### config.mk
export PLATFORM = sky130hd
export DESIGN_NAME = lock_order_cycle_detector
export DESIGN_NICKNAME = d
export VERILOG_FILES = /design/src/rtl/locd_pkg.sv /design/src/rtl/locd_ram.sv /design/src/rtl/locd_datapath.sv /design/src/rtl/locd_ctrl.sv /design/src/rtl/lock_order_cycle_detector.sv
export SDC_FILE = /design/constraint.sdc
export NUM_CORES = 2
export LEC_CHECK = 0
export ABC_AREA = 0
export BUFFER_PORTS_ARGS = -buffer_cell sky130_fd_sc_hd__buf_2
export CAP_MARGIN = 40
export CELL_PAD_IN_SITES_DETAIL_PLACEMENT = 1
export CELL_PAD_IN_SITES_GLOBAL_PLACEMENT = 1
export CORE_MARGIN = 2
export CORE_UTILIZATION = 52
export CTS_CLUSTER_DIAMETER = 50
export DETAILED_ROUTE_END_ITERATION = 10
export PLACE_DENSITY = 0.76
export SLEW_MARGIN = 20
export SYNTH_ARGS = -nofsm -noshare
export SYNTH_HDL_FRONTEND = slang
export SYNTH_SLANG_ARGS = --single-unit
### constraint.sdc
create_clock -name clk -period 9.05 [get_ports clk]
set_input_delay 0 -clock clk [delete_from_list [all_inputs] [get_ports clk]]
set_output_delay 0 -clock clk [all_outputs]
set_load 0.03 [all_outputs]
### src/rtl/locd_pkg.sv
// Shared types, constants and codes for the lock-order cycle detector.
package locd_pkg;

  localparam int MaxLocks   = 16;
  localparam int Threads    = 8;
  localparam int StackDepth = 16;
  localparam int KeyBits    = 32;
  localparam int IdW        = $clog2(MaxLocks);
  localparam int CntW       = $clog2(MaxLocks + 1);
  localparam int ThW        = (Threads > 1) ? $clog2(Threads) : 1;
  localparam int HtW        = $clog2(StackDepth + 1);
  localparam int SpW        = (StackDepth > 1) ? $clog2(StackDepth) : 1;
  localparam int OutLimit   = 16;
  localparam int OutCntW    = $clog2(OutLimit + 1);

  localparam logic [2:0] StOk       = 3'd0;
  localparam logic [2:0] StMultiple = 3'd1;
  localparam logic [2:0] StInvalid  = 3'd2;
  localparam logic [2:0] StDeadlock = 3'd3;
  localparam logic [2:0] StFull     = 3'd4;
  localparam logic [2:0] StOverflow = 3'd5;
  localparam logic [2:0] StHalted   = 3'd6;

  localparam logic ActAcquire = 1'b0;
  localparam logic ActRelease = 1'b1;

  typedef struct packed {
    logic        action;
    logic [2:0]  thread_id;
    logic [31:0] lock_key;
  } locd_in_t;

  typedef struct packed {
    logic [2:0] status;
    logic [3:0] lock_id;
    logic [3:0] edge_from;
    logic [3:0] edge_to;
    logic       last;
  } locd_out_t;

  // Commands from the controller to the datapath.
  typedef struct packed {
    logic take;         // register the accepted item
    logic look_start;   // clear the key search
    logic look_step;    // compare one table entry
    logic alloc;        // assign a new id
    logic pop;
    logic push;
    logic add_edge;
    logic dfs_init;     // start a search
    logic dfs_step;     // one search step
    logic walk_start;
    logic walk_step;
    logic halt;
  } locd_cmd_t;

  // Status from the datapath to the controller.
  typedef struct packed {
    logic is_release;
    logic look_done;
    logic known;
    logic table_full;
    logic stack_empty;
    logic stack_full;
    logic top_match;
    logic edge_needed;
    logic dfs_done;
    logic dfs_cycle;
    logic walk_end;
    logic halted;
  } locd_sts_t;

endpackage

### src/rtl/locd_ram.sv
// Generic single-port-write, single-port-read RAM with registered read data.
module locd_ram #(
  parameter int Width = 8,
  parameter int Depth = 16
) (
  input  logic                     clk,
  input  logic                     we,
  input  logic [$clog2(Depth)-1:0] waddr,
  input  logic [Width-1:0]         wdata,
  input  logic [$clog2(Depth)-1:0] raddr,
  output logic [Width-1:0]         rdata
);

  logic [Width-1:0] mem [Depth];

  always_ff @(posedge clk) begin
    if (we) begin
      mem[waddr] <= wdata;
    end
    rdata <= mem[raddr];
  end

endmodule

### src/rtl/locd_datapath.sv
// Datapath: key table, held-lock stacks, order graph and the cycle search.
module locd_datapath (
  input  logic                clk,
  input  logic                rst,
  input  locd_pkg::locd_in_t  item,
  input  locd_pkg::locd_cmd_t cmd,
  output locd_pkg::locd_sts_t sts,
  output logic [3:0]          lock_id,
  output logic [3:0]          edge_from,
  output logic [3:0]          edge_to
);
  import locd_pkg::*;

  locd_in_t cur;
  logic [ThW-1:0] thr;
  logic [CntW-1:0] lock_count;
  logic [IdW-1:0] id;
  logic known;
  logic [CntW-1:0] look_idx;
  logic [MaxLocks-1:0] order_edges [MaxLocks];
  logic [HtW-1:0] heights [Threads];
  logic halted;

  // Key table: one entry compared per cycle through the registered read.
  logic [KeyBits-1:0] key_rd;
  logic look_pending;

  locd_ram #(.Width(KeyBits), .Depth(MaxLocks)) u_keys (
    .clk  (clk),
    .we   (cmd.alloc),
    .waddr(lock_count[IdW-1:0]),
    .wdata(cur.lock_key[KeyBits-1:0]),
    .raddr(look_idx[IdW-1:0]),
    .rdata(key_rd)
  );

  // Held-lock stacks, addressed by thread and level.
  localparam int StkAw = ThW + SpW;
  logic [StkAw-1:0] stk_waddr, stk_raddr;
  logic [IdW-1:0] top_rd;
  logic [HtW-1:0] ht;

  assign ht = heights[thr];
  always_comb begin
    logic [HtW-1:0] tm;
    tm = ht - HtW'(1);
    stk_waddr = {thr, ht[SpW-1:0]};
    stk_raddr = {thr, tm[SpW-1:0]};
  end

  locd_ram #(.Width(IdW), .Depth(Threads * StackDepth)) u_stacks (
    .clk  (clk),
    .we   (cmd.push),
    .waddr(stk_waddr),
    .wdata(id),
    .raddr(stk_raddr),
    .rdata(top_rd)
  );

  assign thr = ThW'(cur.thread_id % Threads);

  // Search scratch.
  logic [MaxLocks-1:0] seen, done;
  logic [CntW-1:0] vis [MaxLocks];
  logic [IdW-1:0] parent [MaxLocks];
  logic [IdW-1:0] snode [MaxLocks];
  logic [CntW-1:0] snext [MaxLocks];
  logic [CntW-1:0] depth, vcnt, root;
  logic dfs_done, dfs_cycle;
  logic [IdW-1:0] cyc_h, cyc_t, walk_now;
  logic walk_end;
  logic [IdW-1:0] out_from, out_to;

  // One search step: find the next successor at or after the saved index.
  logic [IdW-1:0] h;
  logic [MaxLocks-1:0] cand;
  logic found;
  logic [IdW-1:0] j;
  always_comb begin
    h = snode[depth[IdW-1:0] - IdW'(1)];
    cand = '0;
    found = 1'b0;
    j = '0;
    for (int k = 0; k < MaxLocks; k++) begin
      cand[k] = order_edges[h][k] && (CntW'(k) >= snext[depth[IdW-1:0] - IdW'(1)])
                && (CntW'(k) < lock_count);
    end
    for (int k = MaxLocks - 1; k >= 0; k--) begin
      if (cand[k]) begin
        found = 1'b1;
        j = IdW'(k);
      end
    end
  end

  always_ff @(posedge clk) begin
    if (rst) begin
      lock_count <= '0;
      halted <= 1'b0;
      for (int t = 0; t < Threads; t++) heights[t] <= '0;
      for (int r = 0; r < MaxLocks; r++) order_edges[r] <= '0;
      look_pending <= 1'b0;
    end else begin
      if (cmd.take) cur <= item;
      if (cmd.look_start) begin
        look_idx <= '0;
        known <= 1'b0;
        id <= '0;
        look_pending <= 1'b0;
      end
      if (cmd.look_step) begin
        // Compare the entry read last cycle, then advance.
        if (look_pending && !known && key_rd == cur.lock_key[KeyBits-1:0]) begin
          known <= 1'b1;
          id <= IdW'(look_idx - CntW'(1));
        end
        if (look_idx < lock_count) look_idx <= look_idx + CntW'(1);
        look_pending <= (look_idx < lock_count);
      end
      if (cmd.alloc) begin
        id <= lock_count[IdW-1:0];
        order_edges[lock_count[IdW-1:0]] <= '0;
        lock_count <= lock_count + CntW'(1);
      end
      if (cmd.pop) heights[thr] <= ht - HtW'(1);
      if (cmd.push) heights[thr] <= ht + HtW'(1);
      if (cmd.add_edge) order_edges[top_rd][id] <= 1'b1;
      if (cmd.halt) halted <= 1'b1;
      if (cmd.dfs_init) begin
        seen <= '0;
        done <= '0;
        depth <= '0;
        vcnt <= '0;
        root <= '0;
        dfs_done <= 1'b0;
        dfs_cycle <= 1'b0;
      end
      if (cmd.dfs_step && !dfs_done) begin
        if (depth == '0) begin
          if (root >= lock_count) begin
            dfs_done <= 1'b1;
          end else if (seen[root[IdW-1:0]]) begin
            root <= root + CntW'(1);
          end else begin
            seen[root[IdW-1:0]] <= 1'b1;
            vis[root[IdW-1:0]] <= vcnt;
            vcnt <= vcnt + CntW'(1);
            snode[0] <= root[IdW-1:0];
            snext[0] <= '0;
            depth <= CntW'(1);
            root <= root + CntW'(1);
          end
        end else if (!found) begin
          done[h] <= 1'b1;
          depth <= depth - CntW'(1);
        end else begin
          snext[depth[IdW-1:0] - IdW'(1)] <= CntW'(j) + CntW'(1);
          if (!seen[j]) begin
            parent[j] <= h;
            seen[j] <= 1'b1;
            vis[j] <= vcnt;
            vcnt <= vcnt + CntW'(1);
            if (depth < CntW'(MaxLocks)) begin
              snode[depth[IdW-1:0]] <= j;
              snext[depth[IdW-1:0]] <= '0;
              depth <= depth + CntW'(1);
            end
          end else if (vis[h] >= vis[j] && !done[j]) begin
            cyc_h <= h;
            cyc_t <= j;
            dfs_cycle <= 1'b1;
            dfs_done <= 1'b1;
          end
        end
      end
      if (cmd.walk_start) begin
        out_from <= cyc_h;
        out_to <= cyc_t;
        walk_now <= cyc_h;
        walk_end <= 1'b0;
      end
      if (cmd.walk_step) begin
        out_from <= parent[walk_now];
        out_to <= walk_now;
        walk_now <= parent[walk_now];
        walk_end <= (parent[walk_now] == cyc_t);
      end
    end
  end

  assign sts.is_release  = (cur.action == ActRelease);
  assign sts.look_done   = !(look_idx < lock_count) && !look_pending;
  assign sts.known       = known;
  assign sts.table_full  = (lock_count >= CntW'(MaxLocks));
  assign sts.stack_empty = (ht == '0);
  assign sts.stack_full  = (ht >= HtW'(StackDepth));
  assign sts.top_match   = (top_rd == id);
  assign sts.edge_needed = (top_rd != id) && !order_edges[top_rd][id];
  assign sts.dfs_done    = dfs_done;
  assign sts.dfs_cycle   = dfs_cycle;
  assign sts.walk_end    = walk_end;
  assign sts.halted      = halted;

  assign lock_id   = 4'(id);
  assign edge_from = 4'(out_from);
  assign edge_to   = 4'(out_to);

endmodule

### src/rtl/locd_ctrl.sv
// Controller state machine: sequences one transaction through the datapath.
module locd_ctrl (
  input  logic                 clk,
  input  logic                 rst,
  input  logic                 in_valid,
  output logic                 in_stall,
  input  logic                 out_stall,
  output logic                 out_valid,
  output logic [2:0]           status,
  output logic                 last,
  output logic                 edges_on,
  output logic                 id_on,
  input  locd_pkg::locd_sts_t  sts,
  output locd_pkg::locd_cmd_t  cmd
);
  import locd_pkg::*;

  typedef enum logic [7:0] {
    S_IDLE  = 8'b00000001,
    S_LOOK0 = 8'b00000010,
    S_LOOK  = 8'b00000100,
    S_DEC   = 8'b00001000,
    S_CHK   = 8'b00010000,
    S_DFS   = 8'b00100000,
    S_OUT   = 8'b01000000,
    S_WALK  = 8'b10000000
  } state_t;

  state_t state, state_next;
  logic [2:0] st_next;
  logic last_next, edges_next, id_next;
  logic [OutCntW-1:0] nout, nout_next;

  assign in_stall  = (state != S_IDLE);
  assign out_valid = (state == S_OUT);

  always_comb begin
    cmd = '0;
    state_next = state;
    st_next = status;
    last_next = last;
    edges_next = edges_on;
    id_next = id_on;
    nout_next = nout;
    unique case (state)
      S_IDLE: begin
        if (in_valid) begin
          cmd.take = 1'b1;
          state_next = S_LOOK0;
        end
      end
      S_LOOK0: begin
        cmd.look_start = 1'b1;
        state_next = S_LOOK;
      end
      S_LOOK: begin
        if (sts.halted) begin
          st_next = StHalted; id_next = 1'b0; edges_next = 1'b0; last_next = 1'b1;
          state_next = S_OUT;
        end else if (sts.look_done) begin
          state_next = S_DEC;
        end else begin
          cmd.look_step = 1'b1;
        end
      end
      S_DEC: begin
        edges_next = 1'b0; last_next = 1'b1; id_next = 1'b1;
        if (sts.is_release) begin
          state_next = S_CHK;
        end else if (!sts.known && sts.table_full) begin
          cmd.halt = 1'b1; st_next = StFull; id_next = 1'b0;
          state_next = S_OUT;
        end else begin
          if (!sts.known) cmd.alloc = 1'b1;
          state_next = S_CHK;
        end
      end
      S_CHK: begin
        state_next = S_OUT;
        if (sts.is_release) begin
          if (sts.stack_empty) begin
            cmd.halt = 1'b1; st_next = StMultiple;
          end else if (!sts.known || !sts.top_match) begin
            cmd.halt = 1'b1; st_next = StInvalid;
          end else begin
            cmd.pop = 1'b1; st_next = StOk;
          end
        end else if (sts.stack_full) begin
          cmd.halt = 1'b1; st_next = StOverflow;
        end else if (!sts.stack_empty && sts.edge_needed) begin
          cmd.add_edge = 1'b1;
          cmd.dfs_init = 1'b1;
          state_next = S_DFS;
        end else begin
          cmd.push = 1'b1; st_next = StOk;
        end
      end
      S_DFS: begin
        if (sts.dfs_done) begin
          state_next = S_OUT;
          if (sts.dfs_cycle) begin
            // The closing edge goes out first and is never the final one.
            cmd.halt = 1'b1;
            cmd.walk_start = 1'b1;
            st_next = StDeadlock; edges_next = 1'b1; last_next = 1'b0;
            nout_next = OutCntW'(1);
          end else begin
            cmd.push = 1'b1; st_next = StOk;
          end
        end else begin
          cmd.dfs_step = 1'b1;
        end
      end
      S_OUT: begin
        if (!out_stall) begin
          if (last) begin
            state_next = S_IDLE;
          end else begin
            cmd.walk_step = 1'b1;
            state_next = S_WALK;
          end
        end
      end
      S_WALK: begin
        // The step has formed the next edge; it ends the report at the cycle's start
        // or when the result limit is reached.
        nout_next = nout + OutCntW'(1);
        last_next = sts.walk_end || (nout + OutCntW'(1) >= OutCntW'(OutLimit));
        state_next = S_OUT;
      end
      default: state_next = S_IDLE;
    endcase
  end

  always_ff @(posedge clk) begin
    if (rst) begin
      state <= S_IDLE;
      status <= StOk; last <= 1'b0; edges_on <= 1'b0; id_on <= 1'b0;
      nout <= '0;
    end else begin
      state <= state_next;
      status <= st_next;
      last <= last_next;
      edges_on <= edges_next;
      id_on <= id_next;
      nout <= nout_next;
    end
  end

endmodule

### src/rtl/lock_order_cycle_detector.sv
// Top level of the lock-order cycle detector.
// One transaction is handled at a time. A lookup walks the key table one entry a cycle,
// then a release or a plain acquire completes through the decode and check states, and
// an acquire that adds an order edge runs a depth-first search of the order graph, one
// search step per cycle. A found cycle is reported as one result per cycle edge; each
// further edge is formed in a walk state between results, and the output waits while
// it is stalled. Any error halts the block until reset; later transactions each give a
// single halted result.
module lock_order_cycle_detector (
  input  logic                 clk,
  input  logic                 rst,
  input  logic                 in_valid,
  output logic                 in_stall,
  input  locd_pkg::locd_in_t   in_data,
  output logic                 out_valid,
  input  logic                 out_stall,
  output locd_pkg::locd_out_t  out_data
);
  import locd_pkg::*;

  locd_cmd_t cmd;
  locd_sts_t sts;
  logic [3:0] lock_id, edge_from, edge_to;
  logic [2:0] status;
  logic last, edges_on, id_on;
  locd_out_t res;

  locd_ctrl u_ctrl (
    .clk(clk), .rst(rst), .in_valid(in_valid), .in_stall(in_stall),
    .out_stall(out_stall), .out_valid(out_valid), .status(status), .last(last),
    .edges_on(edges_on), .id_on(id_on), .sts(sts), .cmd(cmd)
  );

  locd_datapath u_dp (
    .clk(clk), .rst(rst), .item(in_data), .cmd(cmd), .sts(sts),
    .lock_id(lock_id), .edge_from(edge_from), .edge_to(edge_to)
  );

  always_comb begin
    res.status    = status;
    res.lock_id   = id_on ? lock_id : 4'd0;
    res.edge_from = edges_on ? edge_from : 4'd0;
    res.edge_to   = edges_on ? edge_to : 4'd0;
    res.last      = last;
  end
  assign out_data = res;

endmodule
# == After elaboration in Yosys (flattened, before gate mapping) ==
# Memories as Yosys holds them, arrays and structs flattened. A register that Yosys moved wholly into a read port is not among the register bits.
# Index checks and enable logic that the tools add are counted.
# word_totals
ff_bits,138
latch_bits,0
ramBits,1608
mem_bits_ro,0
output_inout_bits,18
word_cells,448
memories,8
# op_classes
n_addsub,12
multipliers,0
div,0
n_lt_le_gt_ge,47
eq_ne,22
shifts,0
muxes,248
bitwise_logic,6
reduce_logical,78
# memory_table
memory,depth,width,read_ports,rd_clocked_by_memory_dff,wr,line,text
u_dp.u_keys.mem,16,32,1,1,1,locd_ram.sv:14,logic [Width-1:0] mem [Depth];
u_dp.u_stacks.mem,128,4,1,1,1,locd_ram.sv:14,
u_dp.order_edges,16,16,2,0,16,locd_datapath.sv:20,logic [MaxLocks-1:0] order_edges [MaxLocks];
u_dp.snext,16,5,1,0,2,locd_datapath.sv:67,logic [CntW-1:0] snext [MaxLocks];
u_dp.vis,16,5,2,0,1,locd_datapath.sv:64,logic [CntW-1:0] vis [MaxLocks];
u_dp.parent,16,4,1,1,1,locd_datapath.sv:65,logic [IdW-1:0] parent [MaxLocks];
2 more memories,-,-,-,-,-,-,
# ops
operator,n
$mux 16,17
$mux 5,28
$mux 4,34
$mux 1,125
$mux 8,9
$pmux 8 s8,1
$or 16x16->16,3
$logic_and 1x1->1,44
$ge 4x5->1 const A,8
$lt 4x5->1 const A,8
$mux 3,12
$add 5x1->5 const B,7
$eq 32x32->1,1
$reduce_or 16->1,2
$ge 3x5->1 const A,4
$lt 3x5->1 const A,4
$lt 4x5->1 const B,4
$bmux 1 s4,4
$demux 1 s4,4
$ge 4x1->1 const B,4
$ge 5x5->1 const B,3
$reduce_or 5->1,3
$mux 7,2
$pmux 3 s4,1
other kinds (43),81

# == Logic depth before layout (Yosys ltp) ==
# An unclocked memory read counts as a cell.
# depth
word_depth,31
mapped_depth,40

# == Modules after synthesis ==
# Synthesis repeated with hierarchy kept, for this count alone.
# hier_totals
cells_unflattened,4816
area_unflattened_um2,76732.3
# modules_own_cells
module,n_inst,cells_per_inst,area_each_um2
locd_datapath,1,2901,35372.7
locd_ram at u_dp.u_stacks,1,908,20193.1
locd_ram at u_dp.u_keys,1,838,19854.0
locd_ctrl,1,156,1229.9
lock_order_cycle_detector,1,13,82.6

# == Worst setup path before layout ==
# Ideal clock, no wire load.
# synth_path
path_kind,register -> register
start,reg u_dp.depth[0]
end,"reg u_dp.cyc_h[0], enable pin"
setup_ps,332
arrival_ps,7603
path_slack_ps,1115
stages_incl_launch_ff,36
path_buffers,11
synth_period_minus_slack_ps,7935
cell_sequence,edfxtp_1 > buf_6 > buf_6 > buf_6 > buf_4 > buf_2 > clkinv_1 > ha_1 > buf_2 > xor2_4 > mux4_2 > mux2_4 > buf_6 > buf_6 > buf_6 > nor3_1 > a311oi_1 > o41ai_2 > o31ai_1 > nor3_1 > o21ai_0 > nand2_1 > buf_2 > buf_2 > mux4_2 > a211oi_1 > nor2_1 > ha_1 > nand2b_1 > a21o_1 > a21o_1 > a21oi_1 > nor2b_1 > o221ai_1 > nor4b_1 > and2_1
# synth_between
elab_chain_len,26
# synth_rtl
item,line,text
from (decl),locd_datapath.sv:68,"logic [CntW-1:0] depth, vcnt, root;"
from (signal assigned),locd_datapath.sv:150,depth <= CntW'(1);
from (signal assigned),locd_datapath.sv:155,depth <= depth - CntW'(1);
from (signal assigned),locd_datapath.sv:166,depth <= depth + CntW'(1);
branches (longest 25 deep; another with $mem_v2 16x16),-,
$reduce_and 6->1 (no source line) (*),-,
to (signal assigned),locd_datapath.sv:169,cyc_h <= h;
to (decl),locd_datapath.sv:70,"logic [IdW-1:0] cyc_h, cyc_t, walk_now;"
# Mark *: on every way between the ends. The select of a mux whose other input is x is not followed.
# A chain may end at the register's enable or synchronous reset.

# == Worst setup path in the final report ==
# layout_path
start,reg u_dp.depth[0]
end,"reg u_dp.cyc_h[3], enable pin"
# The elaborated chain is that of the path after synthesis.

==> results.md <==
- Status: complete, no violations
- CP Class: reg -> reg
- Area grow syn2layout: 13.5%
- CTS tree: built
- Final Hold Fails: 0
- Max cap viols: 0
- Final core utilization: 0.593
- Clock network power share: 0.399
- Largest net degree at the start of global routing: slightly below 100
- Worst-skew pair later-pin latency: approximately 0.86 ns
- Post CTS Setup Buffer Count: 0
- Residual DRC: 0
- DPL Wire Length: about 150000 µm
- Seq/Total Area, Yosys: 0.652
- First-pass GRT wire length: around 350000 µm
- CP max stage delay: 0.66 ns
- Sw frac: 0.256
- # H-tree levels: 4
- Combinational power share: 0.139
- Vias/cell: about 6.6
- Worst Skew: between 0.06 and 0.07 ns
- Die height: 397 µm
- Setup TNS: 0 ns
- Sequential Power Share: 0.462
- Clock slew at reported path FFs: 0.06 ns
- WL/cell: between 30 and 40 µm
- Area after DPL: around 83000 µm²
- Worst hold-check path type: in -> reg
- RSZ-0062 raised after global routing: false
- Number of fill cells: 14100
- CP Max Fanout: 36
- Drt first pass iters: 5
- EDFF count, synth: between 1500 and 2000
- CTS Buf Count: 194
- Synth Flop Type: edfxtp_1
- Register Area: between 50000 and 60000 µm²
- Routability cong.: about 0.94
- Vias in the first global route: about 53000
- Vias: ~51000
- CORE AREA: between 150000 and 200000 µm²
- Area of the multi-input gates: approximately 26000 µm²
- Mean Syn Cell Area: roughly 15 µm²
- Crit end category: flop
- Max-slew headroom: 0.373
- Initial antenna violation count: 4
- DRT Wirelength: 238000 µm
- Fin area: 91000 µm²
- Total congestion overflow: 0
- Initial DRC count: about 5700
- Antenna-violating nets left: 0
- Required time worst endpoint: 9.56 ns
- Clk sinks: approximately 1800
- Distinct cells, synth: 100
- Max-slew violations: 0
- Fin nets: between 5000 and 6000
- Layout cells sized above 1: 0.205
- Minimum clock period: about 8.4 ns
- DIE WIDTH: between 300 and 400 µm
- Final Cycle Share: 0.932
- Synth warn: 0
- Measured slew at the worst slew-check pin: approximately 0.94 ns
- Int Pwr: 15.0 mW
- Worst setup margin: 0.615 ns
- Total track usage: 0.304
- Syn Inst Count: approximately 5300
- Buffers added on ports: 57
- CP most frequent cell: buf_4
- Critical Path Start Type: flop
- P_sw: approximately 5.2 mW
- Slowest CP cell: or4_1
- Netlist Area Pre-Place: 80200 µm²
- I/O pin count: 58
- Total die area: about 160000 µm²
- Peak VDD IR: between 0.00015 and 0.0002 V
- Root buffer cell: clkbuf_16
- Cell row count: about 140
- #FFs+latches synth: approximately 1800
- Max Fclk: 0.119 GHz
- Worst-case clock buffer depth: 3
- Ys async rst share: 0
- Critical Path AT: just under 9 ns
- Filler-free cell count of the finished design: 7716
- Final setup fails: 0
- Post-CTS sizing: 0
- Placed insts: about 7300
- P per Cell Area: between 200 and 250 nW/µm²
- Starting density of the core: 0.522
- Pre-CTS WS: 0.571 ns
- Static Leak: approximately 30 nW
[kinds of logic after synthesis]
| family | Yosys count | share of synthesized area |
|---|---|---|
| AOI/OAI and AO/OA | 767 | 0.0580 |
| xor gates and xnor gates | 60 | 0.00688 |
| adders and majority gates | 37 | 0.00578 |
| buffers and inverters | 445 | 0.0236 |
| DFF | 1789 | 0.652 |
| muxes | 802 | 0.173 |
| other | 1 | 0.0000468 |
| and+or+nand+nor | 1444 | 0.0807 |
[area by class of cell]
type / instances / area share
clock inverter: 118 / 0.0145
antenna: 2 / 0.0000550
sequential: 1789 / 0.574
tap: 2044 / 0.0281
multi-input combinational: 3126 / 0.290
clock buffer: 246 / 0.0570
inverter: 44 / 0.00192
timing repair buffer: 347 / 0.0346
[power groups by stage]
stage                     combinational (mW)  sequential (mW)  clock [mW]
after CTS                               2.73             9.37        8.14
after floorplan                         1.91             9.41           0
after global routing                    2.96             9.34        8.44
final                                   2.82             9.33        8.05
after global placement                  2.54             9.57           0
after detailed placement                2.69             9.55           0
[layer usage]
| layer | vias to the layer above | share of wire | track usage |
|---|---|---|---|
| li1 | 21200 | - | - |
| met1 | 26600 | 0.39 | 0.415 |
| met2 | 2528 | 0.49 | 0.498 |
| met3 | 500 | 0.077 | 0.0465 |
| met4 | 0 | 0.035 | 0.112 |
| met5 | - | 0 | 0 |
[stage by stage]
step	total power [mW]	hold WS [ns]
after CTS	20.2	0.0309
after floorplan	11.3	0.0989
after detailed placement	12.2	0.179
after global placement	12.1	0.176
final	20.2	0.0667
after global routing	20.7	0.0414
[flip-flops by register name, indices dropped and copies added, names as in the netlist, 8 cells and up, named ones only]
register           flops
u_ctrl.state           8
u_dp.cur              35
u_dp.done             16
u_dp.heights          40
u_dp.order_edges     256
u_dp.parent           64
u_dp.seen             16
u_dp.snext            80
u_dp.snode            64
u_dp.u_keys.mem      512
u_dp.u_keys.rdata     32
u_dp.u_stacks.mem    512
u_dp.vis              80
[cell usage after synthesis, drive strengths merged (6+ instances only)]
cell / instances / area share
a2111oi: 13 / 0.0016
a211oi: 22 / 0.0021
a21boi: 6 / 0.00056
a21o: 7 / 0.00066
a21oi: 106 / 0.0066
a22oi: 11 / 0.0010
a311oi: 25 / 0.0028
a31oi: 96 / 0.0075
a32oi: 10 / 0.0011
and2: 29 / 0.0023
and3: 46 / 0.0036
buf: 128 / 0.0088
clkbuf: 273 / 0.013
dfxtp: 149 / 0.037
edfxtp: 1640 / 0.61
ha: 37 / 0.0058
inv: 41 / 0.0019
mux2: 54 / 0.0077
mux2i: 285 / 0.036
mux4: 463 / 0.13
nand2: 427 / 0.020
nand2b: 12 / 0.00094
nand3: 107 / 0.0067
nand3b: 12 / 0.0011
nand4: 19 / 0.0015
nor2: 593 / 0.028
nor2b: 20 / 0.0016
nor3: 81 / 0.0056
nor3b: 26 / 0.0024
nor4: 32 / 0.0030
o211ai: 8 / 0.00075
o21ai: 369 / 0.023
o31ai: 27 / 0.0026
or2: 6 / 0.00050
or3: 13 / 0.0010
or4: 8 / 0.00075
xnor2: 13 / 0.0015
xor2: 47 / 0.0054
[cells in the final DEF, fill, tap and decap left out, types with 46 or more instances in the layout]
master and instances:
mux2_2 49, and3_1 46, nand3_1 107, xor2_1 46, mux4_2 463, clkbuf_16 197, nor3_1 71, mux2i_1 282
dfxtp_1 145, nor2_1 572, a31oi_1 96, dlygate4sd3_1 76, buf_4 158, o21ai_0 367, edfxtp_1 1640, a21oi_1 106
buf_2 69, nand2_1 415
[timing repair]
| item | CTS | global route |
|---|---|---|
| hold buffers | 76 | 0 |
| endpoints found under the setup margin | 0 | 0 |
| hold endpoints to repair | 72 | 0 |
[final timing paths]
check                         from                to  slack (ns)  cells past startpoint
setup / recovery     u_dp.depth[0]     u_dp.cyc_h[3]        0.62                     28
hold / removal         in_data[32]              flop        0.07                      3
setup reg to reg     u_dp.depth[0]     u_dp.cyc_h[3]        0.62                     28
hold reg to reg   u_dp.snext[0][2]  u_dp.snext[0][2]        0.49                      1
[critical path, delay by kind of cell (launching register included)]
family	cells	cell delay (ns)
AOI/OAI and AO/OA	8	1.61
adders and majority gates	2	0.87
buffers and inverters	6	1.84
DFF	1	0.36
muxes	2	0.82
and+or+nand+nor	10	2.53
(Power assumes the default switching activity.)
